$ cat src/hsv2rgb_pkg.sv
package hsv2rgb_pkg;

   localparam int NUM_STAGES = 6;

   localparam int HUE_BITS = 16;
   localparam int OUT_BITS = 8;
   localparam int SECTOR_SPAN = 60;

   localparam logic [8:0] HUE_FULL_TURN = 9'd360;
   localparam logic [6:0] HUE_HALF_SECTOR = 7'd60;
   localparam logic [6:0] HUE_TWO_SECTORS = 7'd120;

   // floor(mag/360) == (mag * 11651) >> 22 for mag <= 32768
   localparam logic [13:0] RECIP_360 = 14'd11651;
   localparam int RECIP_360_SHIFT = 22;
   localparam int HUE_QUOT_BITS = 7;

   // floor(z/15) == (z * 4370) >> 16 for z < 4096
   localparam logic [12:0] RECIP_15 = 13'd4370;
   localparam int RECIP_15_SHIFT = 16;

   typedef enum logic [2:0] {
      SECTOR_RY = 3'd0,
      SECTOR_YG = 3'd1,
      SECTOR_GC = 3'd2,
      SECTOR_CB = 3'd3,
      SECTOR_BM = 3'd4,
      SECTOR_MR = 3'd5
   } sector_type;

   typedef struct packed {
      logic [NUM_STAGES-1:0] load;
      logic [NUM_STAGES-1:0] valid;
   } pipe_ctrl_type;

endpackage

$ cat src/hsv2rgb_stage_ctrl.sv
module hsv2rgb_stage_ctrl (
   input  logic                       clock,
   input  logic                       reset,
   input  logic                       in_valid,
   output logic                       in_ready,
   input  logic                       out_ready,
   output hsv2rgb_pkg::pipe_ctrl_type ctrl
);

   localparam int N = hsv2rgb_pkg::NUM_STAGES;

   logic [N-1:0] valid_ff;
   logic [N-1:0] valid_in;
   logic [N-1:0] ready;

   always_comb begin
      ready[N-1] = !valid_ff[N-1] || out_ready;
      for (int i = N - 2; i >= 0; i--) begin
         ready[i] = !valid_ff[i] || ready[i+1];
      end
      valid_in[0] = ready[0] ? in_valid : valid_ff[0];
      for (int i = 1; i < N; i++) begin
         valid_in[i] = ready[i] ? valid_ff[i-1] : valid_ff[i];
      end
   end

   always_ff @(posedge clock) begin
      if (reset) begin
         valid_ff <= '0;
      end else begin
         valid_ff <= valid_in;
      end
   end

   assign in_ready   = ready[0];
   assign ctrl.load  = ready;
   assign ctrl.valid = valid_ff;

endmodule

$ cat src/hsv_to_rgb_converter_top.sv
// HSV to RGB pixel converter.
// Input beat on req_*: signed hue in whole degrees, saturation and value
// levels. Output beat on rsp_*: red, green and blue levels, plus a flag in
// rsp_tuser that marks a negative hue not a multiple of 360 (pixel forced
// to black). Levels use COLOR_BITS bits of the 8-bit fields; all ones
// means 1.0.
// Throughput: one beat per cycle unless stalled, set by the six register
// stages (hue reduction, chroma divide, sector decode, two multiplies,
// channel mix), each of which takes a new beat whenever the stage after
// it moves on. A stalled receiver holds the output register; stages
// behind it keep filling until every stage is occupied, then req_tready
// drops. Empty stages are filled even while the output waits, so no
// bubble is kept. Reset clears all stage valid bits; the data registers
// are not reset. The block is ready for input in the first cycle in
// which reset is low.
module hsv_to_rgb_converter_top #(
   parameter int COLOR_BITS = 8
) (
   input  logic        clock,
   input  logic        reset,
   input  logic        req_tvalid,
   output logic        req_tready,
   input  logic [31:0] req_tdata,  // hue_degrees[15:0], saturation_level[23:16],
                                   // brightness_level[31:24]
   output logic        rsp_tvalid,
   input  logic        rsp_tready,
   output logic [23:0] rsp_tdata,  // red_level[7:0], green_level[15:8],
                                   // blue_level[23:16]
   output logic        rsp_tuser   // hue_error[0]
);

   localparam int LW = (COLOR_BITS < 8) ? COLOR_BITS : 8;
   localparam int PW = 2 * LW;
   localparam int MW = LW + 1 + COLOR_BITS;
   localparam int YW = LW + 6;
   localparam int ZW = LW + 4;
   localparam int XW = ZW + 13;
   localparam int HW = hsv2rgb_pkg::HUE_BITS;
   localparam int QW = hsv2rgb_pkg::HUE_QUOT_BITS;
   localparam int OW = hsv2rgb_pkg::OUT_BITS;
   localparam logic [MW-1:0] FULL = MW'((64'd1 << COLOR_BITS) - 64'd1);

   hsv2rgb_pkg::pipe_ctrl_type ctrl;

   hsv2rgb_stage_ctrl u_stage_ctrl (
      .clock     (clock),
      .reset     (reset),
      .in_valid  (req_tvalid),
      .in_ready  (req_tready),
      .out_ready (rsp_tready),
      .ctrl      (ctrl)
   );

   // stage 1: level product, hue magnitude and coarse turn count
   logic [HW-1:0]   hue_raw;
   logic [LW-1:0]   sat_lvl;
   logic [LW-1:0]   val_lvl;
   logic [29:0]     turn_prod;
   logic [PW-1:0]   s1_prod_ff, s1_prod_in;
   logic [LW-1:0]   s1_val_ff, s1_val_in;
   logic [HW-1:0]   s1_mag_ff, s1_mag_in;
   logic [QW-1:0]   s1_turns_ff, s1_turns_in;
   logic            s1_neg_ff, s1_neg_in;

   always_comb begin
      hue_raw     = req_tdata[15:0];
      sat_lvl     = req_tdata[16 +: LW];
      val_lvl     = req_tdata[24 +: LW];
      s1_neg_in   = hue_raw[HW-1];
      s1_mag_in   = s1_neg_in ? (~hue_raw + HW'(1)) : hue_raw;
      turn_prod   = 30'(s1_mag_in) * 30'(hsv2rgb_pkg::RECIP_360);
      s1_turns_in = turn_prod[hsv2rgb_pkg::RECIP_360_SHIFT +: QW];
      s1_prod_in  = PW'(sat_lvl) * PW'(val_lvl);
      s1_val_in   = val_lvl;
   end

   always_ff @(posedge clock) begin
      if (ctrl.load[0]) begin
         s1_prod_ff  <= s1_prod_in;
         s1_val_ff   <= s1_val_in;
         s1_mag_ff   <= s1_mag_in;
         s1_turns_ff <= s1_turns_in;
         s1_neg_ff   <= s1_neg_in;
      end
   end

   // stage 2: hue mod 360, chroma quotient estimate
   logic [PW:0]     est_sum;
   logic [HW-1:0]   hue_rem;
   logic [8:0]      s2_hue_ff, s2_hue_in;
   logic [LW-1:0]   s2_qest_ff, s2_qest_in;
   logic [PW-1:0]   s2_prod_ff, s2_prod_in;
   logic [LW-1:0]   s2_val_ff, s2_val_in;
   logic            s2_neg_ff, s2_neg_in;

   always_comb begin
      hue_rem    = s1_mag_ff - HW'(s1_turns_ff) * HW'(hsv2rgb_pkg::HUE_FULL_TURN);
      s2_hue_in  = hue_rem[8:0];
      est_sum    = {1'b0, s1_prod_ff} + (PW+1)'(s1_prod_ff >> COLOR_BITS);
      s2_qest_in = LW'(est_sum >> COLOR_BITS);
      s2_prod_in = s1_prod_ff;
      s2_val_in  = s1_val_ff;
      s2_neg_in  = s1_neg_ff;
   end

   always_ff @(posedge clock) begin
      if (ctrl.load[1]) begin
         s2_hue_ff  <= s2_hue_in;
         s2_qest_ff <= s2_qest_in;
         s2_prod_ff <= s2_prod_in;
         s2_val_ff  <= s2_val_in;
         s2_neg_ff  <= s2_neg_in;
      end
   end

   // stage 3: chroma correction, sector decode, secondary weight
   logic [MW-1:0]          next_bound;
   logic [6:0]             hue_in_pair;
   hsv2rgb_pkg::sector_type s3_sector_ff, s3_sector_in;
   logic [6:0]             s3_weight_ff, s3_weight_in;
   logic [LW-1:0]          s3_chroma_ff, s3_chroma_in;
   logic [LW-1:0]          s3_val_ff, s3_val_in;
   logic                   s3_err_ff, s3_err_in;

   always_comb begin
      next_bound   = (MW'(s2_qest_ff) + MW'(1)) * FULL;
      s3_chroma_in = s2_qest_ff + LW'(MW'(s2_prod_ff) >= next_bound);
      priority if (s2_hue_ff < 9'(1 * hsv2rgb_pkg::SECTOR_SPAN)) begin
         s3_sector_in = hsv2rgb_pkg::SECTOR_RY;
      end else if (s2_hue_ff < 9'(2 * hsv2rgb_pkg::SECTOR_SPAN)) begin
         s3_sector_in = hsv2rgb_pkg::SECTOR_YG;
      end else if (s2_hue_ff < 9'(3 * hsv2rgb_pkg::SECTOR_SPAN)) begin
         s3_sector_in = hsv2rgb_pkg::SECTOR_GC;
      end else if (s2_hue_ff < 9'(4 * hsv2rgb_pkg::SECTOR_SPAN)) begin
         s3_sector_in = hsv2rgb_pkg::SECTOR_CB;
      end else if (s2_hue_ff < 9'(5 * hsv2rgb_pkg::SECTOR_SPAN)) begin
         s3_sector_in = hsv2rgb_pkg::SECTOR_BM;
      end else begin
         s3_sector_in = hsv2rgb_pkg::SECTOR_MR;
      end
      unique case (s3_sector_in)
         hsv2rgb_pkg::SECTOR_RY, hsv2rgb_pkg::SECTOR_YG: begin
            hue_in_pair = s2_hue_ff[6:0];
         end
         hsv2rgb_pkg::SECTOR_GC, hsv2rgb_pkg::SECTOR_CB: begin
            hue_in_pair = 7'(s2_hue_ff - 9'(2 * hsv2rgb_pkg::SECTOR_SPAN));
         end
         default: begin
            hue_in_pair = 7'(s2_hue_ff - 9'(4 * hsv2rgb_pkg::SECTOR_SPAN));
         end
      endcase
      // weight = 60 - |hue mod 120 - 60|
      s3_weight_in = (hue_in_pair >= hsv2rgb_pkg::HUE_HALF_SECTOR)
                   ? (hsv2rgb_pkg::HUE_TWO_SECTORS - hue_in_pair) : hue_in_pair;
      s3_err_in    = s2_neg_ff && (s2_hue_ff != 9'd0);
      s3_val_in    = s2_val_ff;
   end

   always_ff @(posedge clock) begin
      if (ctrl.load[2]) begin
         s3_sector_ff <= s3_sector_in;
         s3_weight_ff <= s3_weight_in;
         s3_chroma_ff <= s3_chroma_in;
         s3_val_ff    <= s3_val_in;
         s3_err_ff    <= s3_err_in;
      end
   end

   // stage 4: chroma * weight, offset
   logic [YW-1:0]          s4_scaled_ff, s4_scaled_in;
   logic [LW-1:0]          s4_offset_ff, s4_offset_in;
   logic [LW-1:0]          s4_chroma_ff, s4_chroma_in;
   hsv2rgb_pkg::sector_type s4_sector_ff, s4_sector_in;
   logic                   s4_err_ff, s4_err_in;

   always_comb begin
      s4_scaled_in = YW'(s3_chroma_ff) * YW'(s3_weight_ff);
      s4_offset_in = s3_val_ff - s3_chroma_ff;
      s4_chroma_in = s3_chroma_ff;
      s4_sector_in = s3_sector_ff;
      s4_err_in    = s3_err_ff;
   end

   always_ff @(posedge clock) begin
      if (ctrl.load[3]) begin
         s4_scaled_ff <= s4_scaled_in;
         s4_offset_ff <= s4_offset_in;
         s4_chroma_ff <= s4_chroma_in;
         s4_sector_ff <= s4_sector_in;
         s4_err_ff    <= s4_err_in;
      end
   end

   // stage 5: secondary term = scaled / 60 = (scaled / 4) / 15
   logic [XW-1:0]          sec_prod;
   logic [LW-1:0]          s5_second_ff, s5_second_in;
   logic [LW-1:0]          s5_offset_ff, s5_offset_in;
   logic [LW-1:0]          s5_chroma_ff, s5_chroma_in;
   hsv2rgb_pkg::sector_type s5_sector_ff, s5_sector_in;
   logic                   s5_err_ff, s5_err_in;

   always_comb begin
      sec_prod     = XW'(s4_scaled_ff[YW-1:2]) * XW'(hsv2rgb_pkg::RECIP_15);
      s5_second_in = sec_prod[hsv2rgb_pkg::RECIP_15_SHIFT +: LW];
      s5_offset_in = s4_offset_ff;
      s5_chroma_in = s4_chroma_ff;
      s5_sector_in = s4_sector_ff;
      s5_err_in    = s4_err_ff;
   end

   always_ff @(posedge clock) begin
      if (ctrl.load[4]) begin
         s5_second_ff <= s5_second_in;
         s5_offset_ff <= s5_offset_in;
         s5_chroma_ff <= s5_chroma_in;
         s5_sector_ff <= s5_sector_in;
         s5_err_ff    <= s5_err_in;
      end
   end

   // stage 6: channel mix into the output register
   logic [LW-1:0] red_term, green_term, blue_term;
   logic [OW-1:0] s6_red_ff, s6_red_in;
   logic [OW-1:0] s6_green_ff, s6_green_in;
   logic [OW-1:0] s6_blue_ff, s6_blue_in;
   logic          s6_err_ff, s6_err_in;

   always_comb begin
      red_term   = '0;
      green_term = '0;
      blue_term  = '0;
      unique case (s5_sector_ff)
         hsv2rgb_pkg::SECTOR_RY: begin
            red_term   = s5_chroma_ff;
            green_term = s5_second_ff;
         end
         hsv2rgb_pkg::SECTOR_YG: begin
            red_term   = s5_second_ff;
            green_term = s5_chroma_ff;
         end
         hsv2rgb_pkg::SECTOR_GC: begin
            green_term = s5_chroma_ff;
            blue_term  = s5_second_ff;
         end
         hsv2rgb_pkg::SECTOR_CB: begin
            green_term = s5_second_ff;
            blue_term  = s5_chroma_ff;
         end
         hsv2rgb_pkg::SECTOR_BM: begin
            red_term  = s5_second_ff;
            blue_term = s5_chroma_ff;
         end
         default: begin
            red_term  = s5_chroma_ff;
            blue_term = s5_second_ff;
         end
      endcase
      s6_err_in = s5_err_ff;
      if (s5_err_ff) begin
         s6_red_in   = '0;
         s6_green_in = '0;
         s6_blue_in  = '0;
      end else begin
         s6_red_in   = OW'(red_term + s5_offset_ff);
         s6_green_in = OW'(green_term + s5_offset_ff);
         s6_blue_in  = OW'(blue_term + s5_offset_ff);
      end
   end

   always_ff @(posedge clock) begin
      if (ctrl.load[5]) begin
         s6_red_ff   <= s6_red_in;
         s6_green_ff <= s6_green_in;
         s6_blue_ff  <= s6_blue_in;
         s6_err_ff   <= s6_err_in;
      end
   end

   assign rsp_tvalid = ctrl.valid[hsv2rgb_pkg::NUM_STAGES-1];
   assign rsp_tdata  = {s6_blue_ff, s6_green_ff, s6_red_ff};
   assign rsp_tuser  = s6_err_ff;

endmodule

$ cat config.mk
export PLATFORM = sky130hd
export DESIGN_NAME = hsv_to_rgb_converter_top
export DESIGN_NICKNAME = d
export VERILOG_FILES = /design/src/hsv2rgb_pkg.sv /design/src/hsv2rgb_stage_ctrl.sv /design/src/hsv_to_rgb_converter_top.sv
export SDC_FILE = /design/constraint.sdc
export NUM_CORES = 1
export LEC_CHECK = 0
export ABC_AREA = 1
export BUFFER_PORTS_ARGS = -buffer_cell sky130_fd_sc_hd__buf_2
export CORE_ASPECT_RATIO = 1.5
export CORE_UTILIZATION = 45
export CTS_CLUSTER_SIZE = 8
export DETAILED_ROUTE_END_ITERATION = 12
export PLACE_DENSITY = 0.7
export SYNTH_ARGS = -nofsm -noshare
export SYNTH_HDL_FRONTEND = slang
export SYNTH_HIERARCHICAL = 1
export SYNTH_SLANG_ARGS = --single-unit
$ cat constraint.sdc
create_clock -name clock -period 18.9 [get_ports clock]
set_input_delay 4.725 -clock clock [delete_from_list [all_inputs] [get_ports clock]]
set_output_delay 4.725 -clock clock [all_outputs]
set_load 0.005 [all_outputs]
**Word level (Yosys, flattened, before mapping)**

Index checks and enable logic that the tools add are counted.

- Bits in registers: 203
- Output and inout bits: 27
- Word-level logic and storage cells: 103

- $add $sub $neg: 12
- Multiply operators: 6
- Order comparisons: 7
- Equality and inequality tests: 7
- Multiplexer cells: 11
- Bitwise operators: 1
- Reductions and logical operators: 24

Operators with widths:

| operator | count |
|---|---|
| 8-bit one-hot mux with 2 select lines | 3 |
| 16-bit by 14-bit multiplier with 29-bit output, second input constant | 1 |
| 8-bit adder | 3 |
| 12-bit by 12-bit multiplier with 23-bit output, second input constant | 1 |
| 9-bit by 8-bit < comparator with 1-bit output, second input constant | 2 |
| 16-bit by 17-bit greater-or-equal comparator with 1-bit output | 1 |
| 9-bit by 8-bit multiplier with 17-bit output, second input constant | 1 |
| 16-bit by 1-bit adder with 16-bit output, second input constant | 1 |
| 16-bit by 8-bit adder with 16-bit output | 1 |
| 8-bit by 8-bit multiplier with 16-bit output | 1 |
| 16-bit 2-to-1 mux | 1 |
| 16-bit NOT | 1 |
| 2-bit OR reduction | 8 |
| 8-bit by 7-bit multiplier with 14-bit output | 1 |
| 7-bit one-hot mux with 2 select lines | 1 |
| 7-bit subtractor, second input constant | 2 |
| 3-bit by 2-bit equality test with 1-bit output, second input constant | 4 |
| 3-bit 2-to-1 mux | 4 |
| 8-bit by 1-bit adder with 9-bit output, second input constant | 1 |
| 9-bit by 6-bit < comparator with 1-bit output, second input constant | 1 |
| 9-bit by 7-bit < comparator with 1-bit output, second input constant | 1 |
| 9-bit < comparator, second input constant | 1 |
| 9-bit nonzero test | 1 |
| 9-bit subtractor | 1 |
| 13 further kinds | 25 |

**Longest topological paths before layout**

- Word-level depth: 11
- Gate-level depth with buffers: 38
- Mapped depth without buffers: 38

**Hierarchy**

Netlist, hierarchy kept.

Modules (own cells, without submodules):

| module | times used | cells an instance | area an instance (µm²) | seq. area each (µm²) |
|---|---|---|---|---|
| hsv_to_rgb_converter_top | 1 | 2210 | 20288.2 | 5825.6 |
| hsv2rgb_stage_ctrl | 1 | 27 | 274.0 | 120.1 |

**Worst setup path after synthesis**

No wires, ideal clock.

- Path kind: input port to output port
- Start: in rsp_tready
- End: out req_tready
- Arrival: 5.393 ns
- Data required time: 14.175 ns
- Path slack: 8.782 ns
- Stages on the path: 4
- Buffers on the path: 0
- Cells stage by stage: inv_2 -> nand3_4 -> nor2_8 -> nand4_4

RTL lines:

| item | line | text |
|---|---|---|
| from (decl) | hsv_to_rgb_converter_top.sv:26 | `input logic rsp_tready,` |
| to (decl) | hsv_to_rgb_converter_top.sv:22 | `output logic req_tready,` |

==> results.cfg <==
[sta]
period_share_pct = 59.5
hold_viol = 0
tightest_slew_ps = 989
fmax_ghz = 0.0890
min_period_ps = 11240
maxSlewViolCount = 0
final.setup_skew_ps = 10.6
final.setup.tns_ps = 0
relSlewSlack_pct = 34.0
setup_viol = 0
rsz0062_at_grt = no

[die]
fp-row-count = 95
die_area_um2 = 46600
ios = 63
die_h_um = 264
die_x_um = 177
core_um2 = 44900
start_util_pct = 45.8

[cells_and_area]
layout-drive-gt1-share_pct = 6.31
syn_to_final_growth_pct = 7.27
diodes = 0
finalNetCount = 2817

[synth]
synthFlopType = edfxtp_1
synth.top_cell.area_share_pct = 28.3
syn_area_um2 = 20600
ys_seq_area_share_pct = 28.9
synth_edf_count = 194
avgSynthCellArea_um2 = 9.19
ys_async_sr_fraction_pct = 0
synth_cells = 2237
synthTopCellsByCount = inv_1 (489), nand2_1 (370), ha_1 (347)
synth.area.top_cells = edfxtp_1 (28%), ha_1 (21%), fa_1 (15%)
syn_nets = 2770
synth_seq_cells = 200
ys_types = 59
yosysTopAreaCell = edfxtp_1
ys.warnings.count = 6
yosysMostFrequentCell = inv_1

[worst_setup_path]
cp_common_cell = buf_2
reg2reg_depth = 35
startpoint = rsp_tready
crit_arrival_ps = 6510
cp_cell_sequence = buf_2 -> inv_2 -> nand3_4 -> nor2_8 -> nand4_4 -> buf_2
endpoint_kind = output port
critical_path_required_ps = 14180
r2r_end = s3_chroma_ff[7]
rrSetupSlack_ps = 11820
crit_slowest_cell = nand4_4
criticalPathCategory = input port to output port
cp_max_fo = 42
rr_startpoint = s2_qest_ff[1]
start_kind = input port
cpPeakStageDelay_ps = 600

[route]
viasPerCell = 5.07
totalWireLength_um = 39100
dr.pass1.iters = 5
num_vias = 14600
drc = 0
wl_per_cell_um = 13.6
drtIter0Drc = 608
drtAntennaViolNets = 0

[min_path]
min-delay-path-class = flip-flop to flip-flop
worstHoldStart = s4_chroma_ff[4]
min_path_cells = 0
min_to = s5_chroma_ff[4]

[cts]
cts_made_buffers = 17
post_cts_buffers = 0
cts_max_level = 4
clock-sinks = 200
cts_tree = built
clock_path_buffers = 2
cts.clk_slew.worst_paths_ps = 80
root_buffer = clkbuf_16
postCtsHoldBufs = 0
clock_latency_ps = 450
cts_resized = 0

[global_routing]
track_usage_pct = 17.9
overflow = 0
grt_pass1_wl_um = 67800
antenna_found_initial = 0
grt_start_max_net_pins = 44
grt_pass1_vias = 15200

[run_status]
status = finished clean

[placed_design]
port_buffers = 62
gp_congestion = 0.896
dp_hpwl_um = 33500

[run]
drv_cap = 0
-- flip-flops by register name, indices dropped and copies added (netlist names), 9 cells and up --
name,cells
s4_scaled_ff,12
s2_prod_ff,16
s1_mag_ff,9
s1_prod_ff,16
s2_hue_ff,9
-- cells in the final DEF (no fill, tap or decap), drive strengths merged, types with 3 or more instances in the layout --
cell type,synthesis,routed
nor2,118,118
a31oi,7,7
edfxtp,194,194
a21o,9,9
o22ai,24,24
fa,150,150
nor4,4,4
a211oi,4,4
nand2,387,387
xnor2,39,39
dfxtp,6,6
ha,347,347
buf,5,62
a21oi,122,122
nor3,23,23
o21bai,10,10
nand4,23,23
xor2,76,76
and2,3,3
clkbuf,29,17
o21a,3,3
o21ai,71,71
o211ai,4,4
nand3,65,65
clkinv,2,7
inv,501,510
-- per-layer routing --
metal	GRT usage (%)	up-vias	wire length, µm	share of wire [%]
li1	-	7321	-	-
met1	18.3	6930	15100	39
met2	34.7	254	21300	55
met3	1.96	102	882	2.3
met4	9.37	0	1760	4.5
met5	0	-	0	0
-- how the worst max path moves through the flow --
stage               cells after the start         end  slack (ps)
finish                                  6  req_tready        7660
global route                            6  req_tready        7440
CTS                                     6  req_tready        7590
detailed placement                      6  req_tready        7590
global placement                        6  req_tready        7660
floorplan                               4  req_tready        8780
-- critical path, delay by kind of cell --
kind          cells  cell delay [ps]
buf+inv           3              550
simple gates      3             1220
-- per-stage QoR --
step                      worst slack, ps  area (µm²)  instances  utilization, %  hold slack (ps)
after floorplan                      8780       20600       2237               -              400
after global placement               7660       21500       2847            47.8              402
after detailed placement             7590       21500       2847            47.8              405
after CTS                            7590       22100       2879            49.1              418
after global routing                 7440       22100       2879            49.1              421
final                                7660       22100       2879            49.1              413
-- logic make-up (layout without fill, tap and decap cells) --
group	after synthesis	in the layout	share of synthesized area (%)
AOI/OAI and AO/OA	262	262	7.21
xor gates and xnor gates	115	115	5.03
buffers and inverters	537	597	9.94
adders and majority gates	497	497	35.7
and+or+nand+nor	626	626	13.2
DFF	200	200	28.9
-- layout make-up --
| class | count | area [µm²] |
|---|---|---|
| clock inverter | 15 | 171 |
| multi-input combinational | 1500 | 12600 |
| inverter | 503 | 1900 |
| tap | 582 | 728 |
| fill | 4123 | 22900 |
| sequential | 200 | 5950 |
| timing repair buffer | 62 | 310 |
| clock buffer | 17 | 425 |
Power is not shown: default switching activity piles up to over one toggle a cycle in this logic, so the estimate is an artifact.
